`config.mk`:
```
export PLATFORM = sky130hd
export DESIGN_NAME = nti_div
export DESIGN_NICKNAME = d
export VERILOG_FILES = /design/src/nti_div.sv
export SDC_FILE = /design/constraint.sdc
export NUM_CORES = 1
export LEC_CHECK = 0
export BUFFER_PORTS_ARGS = -buffer_cell sky130_fd_sc_hd__buf_4
export CORE_MARGIN = 2
export CORE_UTILIZATION = 55
export CTS_CLUSTER_DIAMETER = 120
export DETAILED_ROUTE_END_ITERATION = 7
export GPL_TIMING_DRIVEN = 0
export HOLD_SLACK_MARGIN = 0.03
export PLACE_DENSITY = 0.81
export SLEW_MARGIN = 20
export SYNTH_ARGS = -nofsm -noshare
export SYNTH_HDL_FRONTEND = slang
export SYNTH_SLANG_ARGS = --single-unit
export TNS_END_PERCENT = 50
```
`constraint.sdc`:
```
create_clock -name clk -period 3.7 [get_ports clk]
set_input_delay 0.555 -clock clk [delete_from_list [all_inputs] [get_ports clk]]
set_output_delay 0.555 -clock clk [all_outputs]
set_load 0.05 [all_outputs]
```
`src/nti_div.sv`:
```
// Restoring divider, 128-bit dividend by 64-bit divisor, one quotient bit per cycle.
module nti_div (
  input  logic         clk,
  input  logic         rst,
  input  logic         start,
  input  logic [127:0] dividend,
  input  logic [63:0]  divisor,
  output logic         done,
  output logic [127:0] quotient
);

  logic [127:0] quo;
  logic [63:0]  rem;
  logic [63:0]  dv;
  logic [6:0]   cnt;
  logic         run;
  logic [64:0]  trial;

  // Trial subtract of the shifted remainder
  assign trial    = {rem, quo[127]} - {1'b0, dv};
  assign quotient = quo;

  // Control
  always_ff @(posedge clk) begin
    if (rst) begin
      run  <= 1'b0;
      done <= 1'b0;
      cnt  <= '0;
    end else begin
      done <= 1'b0;
      if (start) begin
        run <= 1'b1;
        cnt <= '0;
      end else if (run) begin
        cnt <= cnt + 7'd1;
        if (cnt == 7'd127) begin
          run  <= 1'b0;
          done <= 1'b1;
        end
      end
    end
  end

  // Shift-subtract datapath
  always_ff @(posedge clk) begin
    if (start) begin
      quo <= dividend;
      rem <= '0;
      dv  <= divisor;
    end else if (run) begin
      if (!trial[64]) begin
        rem <= trial[63:0];
        quo <= {quo[126:0], 1'b1};
      end else begin
        rem <= {rem[62:0], quo[127]};
        quo <= {quo[126:0], 1'b0};
      end
    end
  end

endmodule
```
# Yosys cells after proc, flatten, opt, wreduce, memory -nomap -nowiden
# Index checks and enable logic that the tools add are counted.
[classes]
n_reduce_logical = 3
n_eq_ne = 1
bitwise = 1
n_addsub = 2
mux = 8
[op_table]
columns = ["operator", "n"]
rows = [
  ["128-bit 2-to-1 mux", 2],
  ["65-bit by 64-bit subtractor with 65-bit output", 1],
  ["64-bit 2-to-1 mux", 1],
  ["7-bit by 1-bit adder with 7-bit output (second input constant)", 1],
  ["7-bit == test (second input constant)", 1],
  ["1-bit 2-to-1 mux", 5],
  ["3-bit OR reduction", 1],
  ["2-bit nonzero test", 1],
  ["2-bit OR reduction", 1],
  ["1-bit NOT", 1],
]
[totals]
ff_bits = 265
out_inout_bits = 129

# Depth between registers and ports, before layout
[logic_depth]
ltp_word = 4
mapped_depth = 15
mapped_depth_nobuf = 13

# Worst setup path before layout
# OpenSTA, ideal clock, no wires.
[synth_timing]
kind = "register -> register"
start = "reg quo[127] (netlist: quotient[127])"
end = "reg rem[51]"
setup_time_ps = 91
t_required_ps = 3609
synth_period_minus_slack_ps = 3647
path_slack_ps = 53
n_path_buf = 2
path_stages_with_launch = 15
arrival_time_ps = 3556
path_cell_list = "edfxtp_1 inv_1 ha_1 fa_1 nand2b_1 a21o_1 a22o_1 o221ai_2 a31oi_2 o31ai_4 xnor2_1 buf_2 buf_2 nand2_1 a311oi_1"
[synth_between]
elab_chain_cells = 2
[synth_lines]
columns = ["element", "line", "source"]
rows = [
  ["start, declared", "12", "logic [127:0] quo;"],
  ["start signal, assigned", "47", "quo <= dividend;"],
  ["start signal, assigned", "53", "quo <= {quo[126:0], 1'b1};"],
  ["start signal, assigned", "56", "quo <= {quo[126:0], 1'b0};"],
  ["65-bit by 64-bit subtractor with 65-bit output", "20", "assign trial = {rem, quo[127]} - {1'b0, dv};"],
  ["64-bit 2-to-1 mux", "51", "if (!trial[64]) begin"],
  ["end signal, assigned", "52", "rem <= trial[63:0];"],
  ["end signal, assigned", "55", "rem <= {rem[62:0], quo[127]};"],
  ["end, declared", "13", "logic [63:0] rem;"],
]
# Every way passes these cells.
# A chain may end at the register's enable or synchronous reset.

# Worst setup path after layout
[layout_timing]
start = "reg quo[127] (netlist: quotient[127])"
end = "reg quo[0] (netlist: quotient[0]), data pin"
[layout_between]
elab_chain_cells = 4
[layout_lines]
columns = ["element", "line", "source"]
rows = [
  ["65-bit by 64-bit subtractor with 65-bit output", "20", ""],
  ["1-bit 2-to-1 mux", "51", ""],
  ["128-bit 2-to-1 mux", "50", "end else if (run) begin"],
  ["128-bit 2-to-1 mux", "46", "if (start) begin"],
]
# Every way passes these cells. The select of a mux whose other input is x is not followed.

==> impl_metrics.json <==
{
  "fin_crit_sh_pct": 97.4,
  "synth_nets": 1626,
  "wire_per_inst_um": 20.6,
  "drv_cap": 0,
  "core_area_um2": 26000,
  "crit_required_ps": 3950,
  "routabilityCongestion": 0.968,
  "setup_viol": 0,
  "antenna_found_initial": 2,
  "area_delta_synth_final_pct": 27.5,
  "postLayoutCellArea_um2": 18500,
  "numCtsBuffers": 29,
  "clockBufferDepth": 3,
  "syn_inst": 1365,
  "ioPinCount": 324,
  "place_area_um2": 17400,
  "nets": 1996,
  "synth_top_area_cell": "edfxtp_1",
  "fp.dieArea_um2": 27700,
  "min_path_type": "input port to register",
  "synth_flop_cell": "edfxtp_1",
  "clock_latency_ps": 570,
  "vias_per_cell": 5.86,
  "post-route-util_pct": 71.3,
  "fin_setup_tns_ps": 0,
  "critPathSlowestCell": "edfxtp_1",
  "num-fill-cells": 1923,
  "dieHeight_um": 167,
  "cts.clk_slew.worst_paths_ps": 60,
  "cpPeakStageDelay_ps": 390,
  "min_period_ps": 3600,
  "status": "finished, final reports clean",
  "path_max_fanout": 10,
  "pwr_density_cell_nw_per_um2": 481,
  "leakage_nw": 7.73,
  "synth.cell_area_um2": 14500,
  "clkSinkCount": 265,
  "cts_hold_buf": 0,
  "root_buffer": "clkbuf_16",
  "drv_slew": 0,
  "grt_use_total_pct": 30.0,
  "drive_above_1_share_pct": 31.0,
  "avgSynthCellArea_um2": 10.6,
  "path_cells": "inv_1 -> ha_1 -> fa_1 -> nand2b_1 -> a21o_1 -> a22o_2 -> o221ai_4 -> a31oi_4 -> o31ai_4 -> xnor2_1 -> buf_4 -> buf_4 -> o21ai_0",
  "dr_total_vias": 12255,
  "grt_pass1_wl_mm": 66.3,
  "worstMarginPinSlew_ps": 884,
  "relSlewSlack_pct": 41.0,
  "yosys_warnings": 0,
  "synth_top_area_share_pct": 39.7,
  "die_x_um": 167,
  "multi_input_comb_area_um2": 6770,
  "cpMostUsedCell": "buf_4",
  "grt_pass1_vias": 12344,
  "cts_tree": "yes",
  "hold_viol_final": 0,
  "cts_max_level": 1,
  "max_freq_mhz": 278,
  "ff_latch_area_um2": 7230,
  "drtIter0Drc": 861,
  "critPathCaptureType": "register",
  "wirelength_mm": 43.2,
  "postSynth.asyncResetShare_pct": 0,
  "synth-edff-count": 192,
  "ant_nets": 0,
  "dp.final_hpwl_mm": 32.2,
  "drt_pass1_iterations": 8,
  "finClkSkew_ps": 13.7,
  "ir_worst_vdd_v": 0.000488,
  "ys_ff_latch": 265,
  "synth_common_cells": "edfxtp_1, nand2_1, mux2_2, nor2_1, a21oi_1",
  "portBuffers": 323,
  "grt_overflow_total": 0,
  "remaining_drc_errors": 0,
  "ys_types": 65,
  "grt_max_degree": 69,
  "synth_seq_area_share_pct": 49.7,
  "cp.arrival_ps": 3850,
  "rows": 59,
  "rsz0062_at_grt": "yes",
  "cp-start-kind": "register",
  "yosys-top-cells-area": "edfxtp_1, dfxtp_1, mux2_2, ha_1, nand2_1",
  "crit_type": "register to register",
  "synth_most_common_cell": "edfxtp_1",
  "start_util_pct": 55.9
}
## final timing paths
kind / start / endpoint / slack, ps / depth (start not counted)
max reg2reg: quotient[127]$_DFFE_PP_ / quotient[0]$_DFFE_PP_ / 100 / 13
min reg2reg: cnt[6]$_SDFFE_PP0P_ / cnt[6]$_SDFFE_PP0P_ / 490 / 2
min: rst / run$_SDFF_PP0_ / 140 / 2
max: quotient[127]$_DFFE_PP_ / quotient[0]$_DFFE_PP_ / 100 / 13
## flip-flops by register name, summed over array words and instances, names as in the netlist
register,count
cnt,7
done,1
dv,64
quotient,128
rem,64
run,1
## critical path, delay by kind of cell (launching register included)
family,cells,cell delay (ps)
xor+xnor,1,220
flops,1,390
simple gates,1,200
compound gates,6,1370
buf+inv,3,510
fa+ha+maj,2,610
## cells by family (layout without fill, tap and decap cells)
group	Yosys count	count (layout)	share of synthesized area, %
AND/OR/NAND/NOR	368	368	11.4
AO/OA/AOI/OAI	314	314	14.9
flip-flops	265	265	49.7
buffers and inverters	158	547	4.33
multiplexers	133	133	10.3
adder cells (fa/ha/maj)	66	66	5.73
XOR/XNOR	61	61	3.68
other	0	2	0
## cells in the final DEF, fill, tap and decap left out, types with 5 or more instances in the layout
master and instances:
buf_4 339, edfxtp_1 192, nand2_1 158, mux2_2 127
nor2_1 95, a21oi_1 85, inv_1 80, dfxtp_1 73
clkbuf_1 69, ha_1 65, a311oi_1 43, o21ai_0 36
a21o_1 30, xnor2_1 30, xor2_1 30, clkbuf_16 29
nand3_1 24, a31oi_1 20, nand4_1 19, o21bai_1 18
nor2b_1 12, nand2b_1 9, and3_1 9, nor3_1 8
o22ai_1 8, buf_2 7, o211ai_1 7, and2_1 6
a221oi_1 6, a21boi_0 6, buf_6 6, mux2i_1 6
clkinv_1 6, and4_1 5, a211oi_1 5, o21a_1 5
a221o_1 5
## final cells by class
type / instances / share of cell area (%)
Clock buffer: 40 / 4.20
Clock inverter: 10 / 0.358
Sequential cell: 265 / 39.0
Timing Repair Buffer: 339 / 14.0
Antenna cell: 2 / 0.0270
Multi-Input combinational cell: 942 / 36.6
Inverter: 80 / 1.62
Tap cell: 335 / 2.26
Buffer: 78 / 1.96
## metrics by stage
step	setup WS [ps]	hold slack [ps]	instances	power [mW]
floorplan	52.9	450	1365	5.40
global route	-32.6	132	2090	9.27
global placement	-1600	471	2023	6.16
finish	96.8	143	2091	8.91
detailed placement	-389	482	2025	6.21
CTS	26.2	118	2079	8.88
## per-layer routing
metal / track usage [%] / up-vias / wire [µm]
met1: 33.7 / 5870 / 15700
met2: 52.6 / 493 / 21400
li1: - / 5776 / -
met5: 0 / - / 0
met4: 13.9 / 0 / 2210
met3: 8.84 / 116 / 3800
## power breakdown
part | leakage (nW) | internal, mW | switching, mW | total (mW)
clock | 0.400 | 1.46 | 1.18 | 2.64
sequential | 2.51 | 3.51 | 0.167 | 3.68
combinational | 4.81 | 0.961 | 1.63 | 2.59
total | 7.73 | 5.93 | 2.98 | 8.91
## what timing repair did
item                                    CTS  global route
endpoints found under the setup margin   63            57
pin swaps                                 2             4
gates resized for setup                   9            25
gates cloned                              0             2
setup buffers                             4             8
Power figures use the tool's default switching activity.
